## src/rtl/pte_pkg.sv

```systemverilog
// Shared types, constants and helpers for the two-level peak envelope core.
package pte_pkg;

  localparam int SAMPLE_W     = 16;
  localparam int MAG_W        = 17;
  localparam int LEVEL_W      = 8;
  localparam int SPS_W        = 8;
  localparam int SPW_W        = 7;
  localparam int WCOUNT_W     = 6;
  localparam int CFG_INDEX_W  = 1;
  localparam int CFG_DATA_W   = 8;
  localparam int QUEUE_DEPTH  = 4;
  localparam int LEVEL_SHIFT  = 7;

  localparam logic [SPS_W-1:0] SPS_RESET = 8'd20;
  localparam logic [SPW_W-1:0] SPW_RESET = 7'd4;
  localparam logic [SPW_W-1:0] SPW_CAP   = 7'd64;

  localparam logic [CFG_INDEX_W-1:0] REG_SAMPLES_PER_SLICE = 1'd0;
  localparam logic [CFG_INDEX_W-1:0] REG_SLICES_PER_WINDOW = 1'd1;

  localparam logic KIND_FINE   = 1'b0;
  localparam logic KIND_COARSE = 1'b1;

  typedef struct packed {
    logic               dbl;
    logic [LEVEL_W-1:0] fine_level;
    logic [LEVEL_W-1:0] coarse_level;
  } pte_event_t;

  typedef struct packed {
    logic       push;
    pte_event_t ev;
  } pte_push_t;

  typedef struct packed {
    logic       full;
    logic       empty;
    pte_event_t head;
  } pte_qstat_t;

  // max >> 7, saturated (|-32768| gives 255)
  function automatic logic [LEVEL_W-1:0] level_of(input logic [MAG_W-1:0] m);
    logic [LEVEL_W-1:0] l;
    begin
      if (|m[MAG_W-1:LEVEL_SHIFT+LEVEL_W]) begin
        l = '1;
      end else begin
        l = m[LEVEL_SHIFT+LEVEL_W-1:LEVEL_SHIFT];
      end
      return l;
    end
  endfunction

endpackage

```

## src/rtl/pte_front.sv

```systemverilog
// Front end: config registers, sample magnitude, slice and window peak tracking.
module pte_front (
  input  logic                           clk,
  input  logic                           rst_n,
  input  logic                           cfg_we,
  input  logic [pte_pkg::CFG_INDEX_W-1:0] cfg_index,
  input  logic [pte_pkg::CFG_DATA_W-1:0]  cfg_wdata,
  input  logic                           in_valid,
  output logic                           in_stall,
  input  logic [pte_pkg::SAMPLE_W-1:0]    in_sample,
  input  logic                           q_full,
  output pte_pkg::pte_push_t              q_push
);
  import pte_pkg::*;

  logic [SPS_W-1:0]    sps_cfg_r;
  logic [SPW_W-1:0]    spw_cfg_r;
  logic [SPS_W-1:0]    slice_count_r, slice_count_nxt;
  logic [WCOUNT_W-1:0] wcount_r, wcount_nxt;
  logic [MAG_W-1:0]    slice_max_r, slice_max_nxt;
  logic [MAG_W-1:0]    window_max_r, window_max_nxt;

  logic             accept;
  logic [MAG_W-1:0] mag;
  logic [MAG_W-1:0] smax;
  logic [MAG_W-1:0] wmax;
  logic [SPS_W-1:0] sps;
  logic [SPW_W-1:0] spw;
  logic             slice_end;
  logic             win_end;

  assign in_stall = q_full;
  assign accept   = in_valid && !q_full;

  assign mag  = in_sample[SAMPLE_W-1] ?
                (MAG_W'(1) << SAMPLE_W) - {1'b0, in_sample} : {1'b0, in_sample};
  assign smax = (mag > slice_max_r) ? mag : slice_max_r;
  assign wmax = (smax > window_max_r) ? smax : window_max_r;

  always_comb begin
    sps = (sps_cfg_r == '0) ? SPS_W'(1) : sps_cfg_r;
    if (spw_cfg_r == '0) begin
      spw = SPW_W'(1);
    end else if (spw_cfg_r > SPW_CAP) begin
      spw = SPW_CAP;
    end else begin
      spw = spw_cfg_r;
    end
  end

  assign slice_end = ({1'b0, slice_count_r} + (SPS_W+1)'(1)) >= {1'b0, sps};
  assign win_end   = ({1'b0, wcount_r} + SPW_W'(1)) >= spw;

  always_comb begin
    slice_count_nxt = slice_count_r;
    slice_max_nxt   = slice_max_r;
    wcount_nxt      = wcount_r;
    window_max_nxt  = window_max_r;
    if (accept) begin
      if (!slice_end) begin
        slice_count_nxt = slice_count_r + SPS_W'(1);
        slice_max_nxt   = smax;
      end else begin
        slice_count_nxt = '0;
        slice_max_nxt   = '0;
        if (win_end) begin
          wcount_nxt     = '0;
          window_max_nxt = '0;
        end else begin
          wcount_nxt     = wcount_r + WCOUNT_W'(1);
          window_max_nxt = wmax;
        end
      end
    end
  end

  always_comb begin
    q_push.push            = accept && slice_end;
    q_push.ev.dbl          = win_end;
    q_push.ev.fine_level   = level_of(smax);
    q_push.ev.coarse_level = level_of(wmax);
  end

  always_ff @(posedge clk) begin
    if (!rst_n) begin
      sps_cfg_r     <= SPS_RESET;
      spw_cfg_r     <= SPW_RESET;
      slice_count_r <= '0;
      wcount_r      <= '0;
      slice_max_r   <= '0;
      window_max_r  <= '0;
    end else begin
      slice_count_r <= slice_count_nxt;
      wcount_r      <= wcount_nxt;
      slice_max_r   <= slice_max_nxt;
      window_max_r  <= window_max_nxt;
      if (cfg_we) begin
        case (cfg_index)
          REG_SAMPLES_PER_SLICE: sps_cfg_r <= cfg_wdata[SPS_W-1:0];
          REG_SLICES_PER_WINDOW: spw_cfg_r <= cfg_wdata[SPW_W-1:0];
          default: ;
        endcase
      end
    end
  end

endmodule

```

## src/rtl/pte_queue.sv

```systemverilog
// Small event queue between the front end and the output sequencer.
module pte_queue #(
  parameter int DEPTH = pte_pkg::QUEUE_DEPTH
) (
  input  logic                 clk,
  input  logic                 rst_n,
  input  pte_pkg::pte_push_t   q_push,
  input  logic                 q_pop,
  output pte_pkg::pte_qstat_t  q_stat
);
  import pte_pkg::*;

  localparam int PTR_W = (DEPTH > 1) ? $clog2(DEPTH) : 1;
  localparam int CNT_W = $clog2(DEPTH + 1);

  pte_event_t       mem_r [DEPTH];
  logic [PTR_W-1:0] wr_ptr_r, wr_ptr_nxt;
  logic [PTR_W-1:0] rd_ptr_r, rd_ptr_nxt;
  logic [CNT_W-1:0] count_r, count_nxt;
  logic             do_push;
  logic             do_pop;

  assign q_stat.full  = (count_r == CNT_W'(DEPTH));
  assign q_stat.empty = (count_r == '0);
  assign q_stat.head  = mem_r[rd_ptr_r];

  assign do_push = q_push.push && !q_stat.full;
  assign do_pop  = q_pop && !q_stat.empty;

  always_comb begin
    wr_ptr_nxt = wr_ptr_r;
    rd_ptr_nxt = rd_ptr_r;
    count_nxt  = count_r;
    if (do_push) begin
      wr_ptr_nxt = (wr_ptr_r == PTR_W'(DEPTH - 1)) ? '0 : wr_ptr_r + PTR_W'(1);
    end
    if (do_pop) begin
      rd_ptr_nxt = (rd_ptr_r == PTR_W'(DEPTH - 1)) ? '0 : rd_ptr_r + PTR_W'(1);
    end
    if (do_push && !do_pop) begin
      count_nxt = count_r + CNT_W'(1);
    end else if (!do_push && do_pop) begin
      count_nxt = count_r - CNT_W'(1);
    end
  end

  always_ff @(posedge clk) begin
    if (do_push) begin
      mem_r[wr_ptr_r] <= q_push.ev;
    end
  end

  always_ff @(posedge clk) begin
    if (!rst_n) begin
      wr_ptr_r <= '0;
      rd_ptr_r <= '0;
      count_r  <= '0;
    end else begin
      wr_ptr_r <= wr_ptr_nxt;
      rd_ptr_r <= rd_ptr_nxt;
      count_r  <= count_nxt;
    end
  end

endmodule

```

## src/rtl/pte_back.sv

```systemverilog
// Output sequencer: turns queued events into fine and coarse envelope requests.
module pte_back (
  input  logic                         clk,
  input  logic                         rst_n,
  input  pte_pkg::pte_qstat_t          q_stat,
  output logic                         q_pop,
  output logic                         out_valid,
  input  logic                         out_stall,
  output logic                         out_kind,
  output logic [pte_pkg::LEVEL_W-1:0]  out_level,
  output logic                         out_last
);
  import pte_pkg::*;

  logic               phase_r, phase_nxt;
  logic               out_valid_r, out_valid_nxt;
  logic               out_kind_r;
  logic [LEVEL_W-1:0] out_level_r;
  logic               out_last_r;
  logic               load;

  assign load  = !out_valid_r || !out_stall;
  assign q_pop = load && !q_stat.empty && (phase_r || !q_stat.head.dbl);

  always_comb begin
    phase_nxt     = phase_r;
    out_valid_nxt = out_valid_r;
    if (load) begin
      out_valid_nxt = !q_stat.empty;
      if (!q_stat.empty) begin
        phase_nxt = !phase_r && q_stat.head.dbl;
      end
    end
  end

  always_ff @(posedge clk) begin
    if (load && !q_stat.empty) begin
      if (phase_r) begin
        out_kind_r  <= KIND_COARSE;
        out_level_r <= q_stat.head.coarse_level;
        out_last_r  <= 1'b1;
      end else begin
        out_kind_r  <= KIND_FINE;
        out_level_r <= q_stat.head.fine_level;
        out_last_r  <= !q_stat.head.dbl;
      end
    end
  end

  always_ff @(posedge clk) begin
    if (!rst_n) begin
      phase_r     <= 1'b0;
      out_valid_r <= 1'b0;
    end else begin
      phase_r     <= phase_nxt;
      out_valid_r <= out_valid_nxt;
    end
  end

  assign out_valid = out_valid_r;
  assign out_kind  = out_kind_r;
  assign out_level = out_level_r;
  assign out_last  = out_last_r;

endmodule

```

## src/rtl/pcm_two_level_peak_envelope_core.sv

```systemverilog
// Two-level peak envelope core: one PCM sample in, fine/coarse envelope bytes out.
// Throughput: one sample per cycle while the event queue has room; a window end yields
// two output requests, fine then coarse, each taken only while out_stall is low.
// A slice-ending sample's first request is written to the event queue at its accepting
// edge, then loaded into the output register when that register is empty or being taken.
// Reset (synchronous, rst_n low): counts and maxima clear, samples_per_slice = 20,
// slices_per_window = 4, queue and output register empty.
module pcm_two_level_peak_envelope_core #(
  parameter int QUEUE_DEPTH = pte_pkg::QUEUE_DEPTH
) (
  input  logic                            clk,
  input  logic                            rst_n,
  input  logic                            cfg_we,
  input  logic [pte_pkg::CFG_INDEX_W-1:0] cfg_index,
  input  logic [pte_pkg::CFG_DATA_W-1:0]  cfg_wdata,
  input  logic                            in_valid,
  output logic                            in_stall,
  input  logic [pte_pkg::SAMPLE_W-1:0]    in_sample,
  output logic                            out_valid,
  input  logic                            out_stall,
  output logic                            out_kind,
  output logic [pte_pkg::LEVEL_W-1:0]     out_level,
  output logic                            out_last
);
  import pte_pkg::*;

  pte_push_t  q_push;
  pte_qstat_t q_stat;
  logic       q_pop;

  pte_front u_front (
    .clk       (clk),
    .rst_n     (rst_n),
    .cfg_we    (cfg_we),
    .cfg_index (cfg_index),
    .cfg_wdata (cfg_wdata),
    .in_valid  (in_valid),
    .in_stall  (in_stall),
    .in_sample (in_sample),
    .q_full    (q_stat.full),
    .q_push    (q_push)
  );

  pte_queue #(
    .DEPTH (QUEUE_DEPTH)
  ) u_queue (
    .clk    (clk),
    .rst_n  (rst_n),
    .q_push (q_push),
    .q_pop  (q_pop),
    .q_stat (q_stat)
  );

  pte_back u_back (
    .clk       (clk),
    .rst_n     (rst_n),
    .q_stat    (q_stat),
    .q_pop     (q_pop),
    .out_valid (out_valid),
    .out_stall (out_stall),
    .out_kind  (out_kind),
    .out_level (out_level),
    .out_last  (out_last)
  );

`ifndef NO_ASSERTIONS
  a_coarse_is_last: assert property (@(posedge clk) disable iff (!rst_n)
    (out_valid && out_kind == KIND_COARSE) |-> out_last)
    else $error("coarse request without last");

  a_not_last_is_fine: assert property (@(posedge clk) disable iff (!rst_n)
    (out_valid && !out_last) |-> (out_kind == KIND_FINE))
    else $error("non-last request is not fine");

  a_coarse_follows: assert property (@(posedge clk) disable iff (!rst_n)
    (out_valid && !out_stall && !out_last) |=> (out_valid && out_kind == KIND_COARSE))
    else $error("coarse request did not follow fine request");

  a_push_when_full: assert property (@(posedge clk) disable iff (!rst_n)
    q_push.push |-> !q_stat.full)
    else $error("event pushed into full queue");
`endif

endmodule

```

## config.mk

```make
export PLATFORM = sky130hd
export DESIGN_NAME = pcm_two_level_peak_envelope_core
export DESIGN_NICKNAME = d
export VERILOG_FILES = /design/src/rtl/pte_pkg.sv /design/src/rtl/pte_front.sv /design/src/rtl/pte_queue.sv /design/src/rtl/pte_back.sv /design/src/rtl/pcm_two_level_peak_envelope_core.sv
export SDC_FILE = /design/constraint.sdc
export NUM_CORES = 1
export LEC_CHECK = 0
export ABC_AREA = 1
export BUFFER_PORTS_ARGS = -buffer_cell sky130_fd_sc_hd__buf_2
export CAP_MARGIN = 20
export CORE_ASPECT_RATIO = 0.5
export CORE_MARGIN = 8
export CORE_UTILIZATION = 35
export CTS_CLUSTER_SIZE = 10
export DETAILED_ROUTE_END_ITERATION = 8
export PLACE_DENSITY_LB_ADDON = 0.08
export SKIP_LAST_GASP = 1
export SLEW_MARGIN = 5
export SYNTH_ARGS = -nofsm -noshare
export SYNTH_HDL_FRONTEND = slang
export SYNTH_SLANG_ARGS = --single-unit
```

## constraint.sdc

```tcl
create_clock -name clk -period 5 [get_ports clk]
set_input_delay 1.5 -clock clk [delete_from_list [all_inputs] [get_ports clk]]
set_output_delay 1.5 -clock clk [all_outputs]
set_load 0.03 [all_outputs]
```

After elaboration in Yosys (flattened, before gate mapping)
Memories as Yosys holds them, arrays and structs flattened. A register that Yosys moved wholly into a read port is not among the register bits.
Index checks and enable logic that the tools add are counted.
{"block": "word_totals", "register_bits": 82, "latch_bits": 0, "ramBits": 68, "mem_bits_ro": 0, "wordCells": 88, "memories": 1}
{"name": "u_queue.mem_r", "words": 4, "width": 17, "rd": 1, "rd_clocked_by_memory_dff": 1, "wr": 1, "line": "pte_queue.sv:16", "rtl": "pte_event_t mem_r [DEPTH];"}
{"block": "op_classes", "n_addsub": 9, "multipliers": 0, "div": 0, "magnitude_cmp": 5, "eq_ne": 3, "n_shift": 0, "muxes": 22, "bitwise_logic": 2, "n_reduce_logical": 31}
{"cell": "$mux W17", "count": 5}
{"cell": "$mux W8", "count": 5}
{"cell": "$gt A17 B17 Y1", "count": 2}
{"cell": "$sub A17 B16 Y17 const A", "count": 1}
{"cell": "$mux W7", "count": 2}
{"cell": "$add A8 B1 Y9 const B", "count": 1}
{"cell": "$ge A9 B8 Y1", "count": 1}
{"cell": "$logic_and A1 B1 Y1", "count": 9}
{"cell": "$add A8 B1 Y8 const B", "count": 1}
{"cell": "$logic_not A1 Y1", "count": 8}
{"cell": "$logic_not A8 Y1", "count": 1}
{"cell": "$mux W2", "count": 4}
{"cell": "$reduce_and A2 Y1", "count": 4}
{"cell": "$add A6 B1 Y7 const B", "count": 1}
{"cell": "$ge A7 B7 Y1", "count": 1}
{"cell": "$gt A7 B7 Y1 const B", "count": 1}
{"cell": "$logic_not A7 Y1", "count": 1}
{"cell": "$add A6 B1 Y6 const B", "count": 1}
{"cell": "$mux W3", "count": 2}
{"cell": "$mux W6", "count": 1}
{"cell": "$add A2 B1 Y2 const B", "count": 2}
{"cell": "$eq A2 B2 Y1 const B", "count": 2}
{"cell": "$reduce_bool A2 Y1", "count": 2}
{"cell": "$reduce_or A2 Y1", "count": 2}
{"cell": "8 further kinds", "count": 12}

Longest topological paths before layout
{"block": "logic_depth", "ltp_word": 9, "ltp_mapped": 36, "ltp_nobuf": 34}

Modules after synthesis
From an unflattened synthesis, not the netlist that was laid out.
{"block": "unflattened", "cells_unflattened": 1015, "hier_area_um2": 8309.2}
{"mod": "pte_front", "instances": 1, "cells_each": 729, "area_per_inst_um2": 4718.3, "seq_area_each_um2": 1261.2}
{"mod": "pte_queue", "instances": 1, "cells_each": 236, "area_per_inst_um2": 3081.7, "seq_area_each_um2": 2222.1}
{"mod": "pte_back", "instances": 1, "cells_each": 50, "area_per_inst_um2": 509.2, "seq_area_each_um2": 340.3}

Least setup slack after synthesis
OpenSTA, ideal clock, no wires.
{"block": "synth_timing", "path_type": "input -> register", "start": "input port in_sample[0] (netlist name)", "end": "memory u_queue.mem_r[0][1] (netlist name) (data pin)", "arrival_ns": 4.932, "required_time_ns": 4.718, "path_slack_ns": -0.214, "stages": 32, "path_cell_list": "inv_1 > ha_1 > nand2_1 > nor2_1 > nand3_1 > nand2_1 > nand2_1 > nand2_1 > nand2_1 > ha_1 > nand2_1 > nor2_1 > nand2_1 > inv_2 > nand4_1 > nand3_2 > nand2_2 > buf_2 > nand2_1 > nand2_1 > ha_1 > nand2_1 > nor2_1 > a21boi_1 > nor2_1 > nand3_1 > nand2_1 > inv_2 > buf_6 > nand3_1 > nand2_1 > nand3_1"}
{"element": "start: declaration", "line": "pcm_two_level_peak_envelope_core.sv:18", "rtl": "input logic [pte_pkg::SAMPLE_W-1:0] in_sample,"}
{"element": "end: declaration", "line": "pte_queue.sv:16"}

==> flow_metrics.tcl <==
set metrics [dict create \
    status "completed" \
    gp_congestion 0.817 \
    leakagePower_uw 0.00456 \
    met3WireLength_um 637 \
    p_int_uw 2780 \
    cp-end-kind "flip-flop" \
    synth_edf_count 78 \
    p_per_area_nw_per_um2 398 \
    drt-initial-drc-count 317 \
    cts.sinks 152 \
    track_usage_pct 14.6 \
    setup_tns_ps 0 \
    ys_seq_area_share_pct 46.6 \
    die_w_um 232 \
    min_period_ps 4910 \
    crit_path_top_delay_cell "ha_1" \
    die_y_um 124 \
    slew_viol_final 0 \
    ys.flop_type "edfxtp_1" \
    clk_pin_slew_ps 60 \
    timing.rr.start "u_front.slice_count_r[0]" \
    holdBufCountCts 0 \
    firstDrtPassIters 4 \
    slew_headroom_pct 34.4 \
    syn_area_per_cell_um2 8.26 \
    worstPathRequired_ps 5170 \
    root_buffer "clkbuf_16" \
    drive_gt1_share_pct 28.6 \
    die_area_um2 28900 \
    cts_buffers 17 \
    comb_power_share_pct 36.7 \
    critical_path.max_stage_delay_ps 280 \
    clkPwrFrac_pct 27.6 \
    path_class "input pin to flip-flop" \
    dp_cells 1411 \
    pwr-share-seq_pct 35.8 \
    io_pins 42 \
    rows 39 \
    drc_errors 0 \
    synthArstFlopShare_pct 0 \
    syn_area_um2 8200 \
    htreeDepth 4 \
    fmax_mhz 204 \
    skew_ps 12.5 \
    cp-startpoint "in_sample[0]" \
    max_cap_viol_count 0 \
    fin_area_um2 10900 \
    sw_frac_of_total_pct 36.0 \
    dp_hpwl_mm 14.9 \
    hold_viol_final 0 \
    cts_buffer_depth 2 \
    synthToLayoutAreaGrowth_pct 33.1 \
    syn-num-nets 1081 \
    top_layer "met4" \
    ir_worst_vdd_mv 0.228 \
    worstHoldPathType "flip-flop to flip-flop" \
    grt_antenna_before_repair 0 \
    vias 6978 \
    path_max_fanout 8 \
    overflow 0 \
    nNetsFinal 1231 \
    insertion_delay_ps 430 \
    switchingPower_uw 1560 \
    tritoncts "built" \
    met2_wirelength_mm 9.86 \
    grt_max_degree 36 \
    via_per_inst 4.78 \
    port-buffer-count 41 \
    totalWireLength_mm 21.1 \
    syn_inst 992 \
    wl_met1_mm 10.4 \
    start_util_pct 35.8 \
    cp.arrival_ps 5080 \
    setup_viol 0 \
    core_area_um2 22900 \
    grt_pass1_wl_mm 34.1 \
    fin_crit_sh_pct 98.2 \
    worst_path_most_repeated_cell "nand2_1" \
    tightest_slew_ps 983 \
    wl_per_cell_um 14.5 \
    hp-start "u_front.slice_max_r[16]" \
    critPathLaunchType "input pin" \
    dpl_cell_area_um2 9490 \
    synth_cell_types 44 \
    fin_util_pct 47.7 \
    ant_nets 0 \
    grt_pass1_vias 6677 \
    n_antenna_cell 0 \
    stdcell_count 1461 \
    ys_seq_elements 152 \
    rsz0062_at_grt "true" \
    yosysWarnings 0 \
]
==> final timing paths <==
check / slack (ps) / depth (start not counted) / endpoint
max: 90 / 32 / u_queue.mem_r[1][1]
min: 440 / 2 / u_front.slice_max_r[16]
max reg2reg: 1260 / 20 / u_queue.count_r[2]
min reg2reg: 440 / 2 / u_front.slice_max_r[16]
==> cells in the final DEF, fill, tap and decap left out, types with 4 or more instances in the layout <==
master      Yosys  routed
nor2_1        111      97
edfxtp_1       78      78
o21ai_0        62      61
inv_2           5       6
a31oi_1         9       8
nand3_2         2       8
nand2_4         1      19
dfxtp_1        74      74
nand3_4         1      12
nand4_1         6       6
inv_1         105      99
a21oi_2         0       6
clkbuf_16       0      18
nand3_1        64      47
clkinvlp_4      0       4
o21ai_1         5       5
ha_4            0      13
a21oi_1        77      71
nand3b_1        6       6
o22ai_1         9       9
xor2_1         14      14
ha_1           58      45
nor2_4          1      10
nor2_2          5      10
nand2_2         2      31
o21ai_2         7       6
buf_2           4      39
buf_4           0     113
nand2_1       229     179
buf_6           7       6
==> cells by family (layout without fill, tap and decap cells) <==
| group | after synthesis | in the layout | synth area share [%] |
|---|---|---|---|
| other | 1 | 1 | 0.0457 |
| AO/OA/AOI/OAI | 183 | 183 | 12.4 |
| AND/OR/NAND/NOR | 435 | 435 | 22.6 |
| adder cells (fa/ha/maj) | 59 | 59 | 9.10 |
| buffers and inverters | 145 | 307 | 7.34 |
| XOR/XNOR | 17 | 17 | 1.82 |
| flip-flops | 152 | 152 | 46.6 |
==> layer usage <==
layer | vias to the layer above | track usage (%)
li1 | 3614 | -
met1 | 3285 | 19.5
met2 | 61 | 23.5
met3 | 18 | 3.55
met4 | 0 | 3.43
met5 | - | 0
==> cell usage after synthesis, types with 6 or more instances <==
library cell,number,share of area [%]
nand2_1,229,10
nand3b_1,6,0.55
nand4_1,6,0.46
clkbuf_1,23,1.1
ha_1,58,8.9
buf_6,7,0.96
xor2_1,14,1.5
nor2_1,111,5.1
a31oi_1,9,0.69
o21ai_2,7,0.75
a21oi_1,77,4.7
o21ai_0,62,3.8
inv_1,105,4.8
dfxtp_1,74,18
edfxtp_1,78,29
nand3_1,64,3.9
o22ai_1,9,0.69
==> repair_timing <==
item                                    CTS  global route
pin swaps                                 6            32
endpoints found under the setup margin   48            49
gates cloned                              1             3
gates resized for setup                  19           143
buffers inserted                          4            11
==> sequential cells by signal, indices dropped and copies added, names as in the netlist, named ones only <==
register and cells:
u_queue.mem_r 68, u_front.slice_max_r 17, u_front.window_max_r 17, u_back.out_level 8, u_front.slice_count_r 8, u_front.sps_cfg_r 8
u_front.spw_cfg_r 7, u_front.wcount_r 6, u_queue.count_r 3, u_queue.rd_ptr_r 2, u_queue.wr_ptr_r 2, u_back.out_kind 1
u_back.out_last 1, u_back.out_valid 1, u_back.phase_r 1
==> per-stage QoR <==
| stage | worst slack, ps | hold WS (ps) | total power (µW) |
|---|---|---|---|
| 6_report | 87.8 | 442 | 4340 |
| 5_1_grt | -130 | 469 | 4620 |
| 4_1_cts | -1.55 | 445 | 4220 |
| 3_5_place_dp | -688 | 436 | 2970 |
| 3_3_place_gp | -643 | 433 | 2960 |
| 2_1_floorplan | 18.9 | 422 | 2480 |
==> critical path, delay by kind of cell <==
kind	cells	cell delay, ps
AND/OR/NAND/NOR	21	1930
buffers and inverters	6	660
adder cells (fa/ha/maj)	3	610
XOR/XNOR	1	220
AO/OA/AOI/OAI	1	150
==> power by group through the flow <==
| stage | combinational, µW | sequential [µW] | clock [µW] |
|---|---|---|---|
| after floorplan | 815 | 1670 | 0 |
| after global placement | 1380 | 1580 | 0 |
| after detailed placement | 1390 | 1580 | 0 |
| after CTS | 1430 | 1550 | 1240 |
| after global routing | 1770 | 1570 | 1280 |
| final | 1590 | 1550 | 1200 |
==> final cells by class <==
type                       instances  area (µm²)
fill                            2226       12000
multi-input combinational        695        4510
sequential                       152        3820
timing repair inverter             2        15.0
clock inverter                    11         100
inverter                         111         447
tap                              307         384
clock buffer                      20         437
timing repair buffer             163        1200
Power figures use the tool's default switching activity.
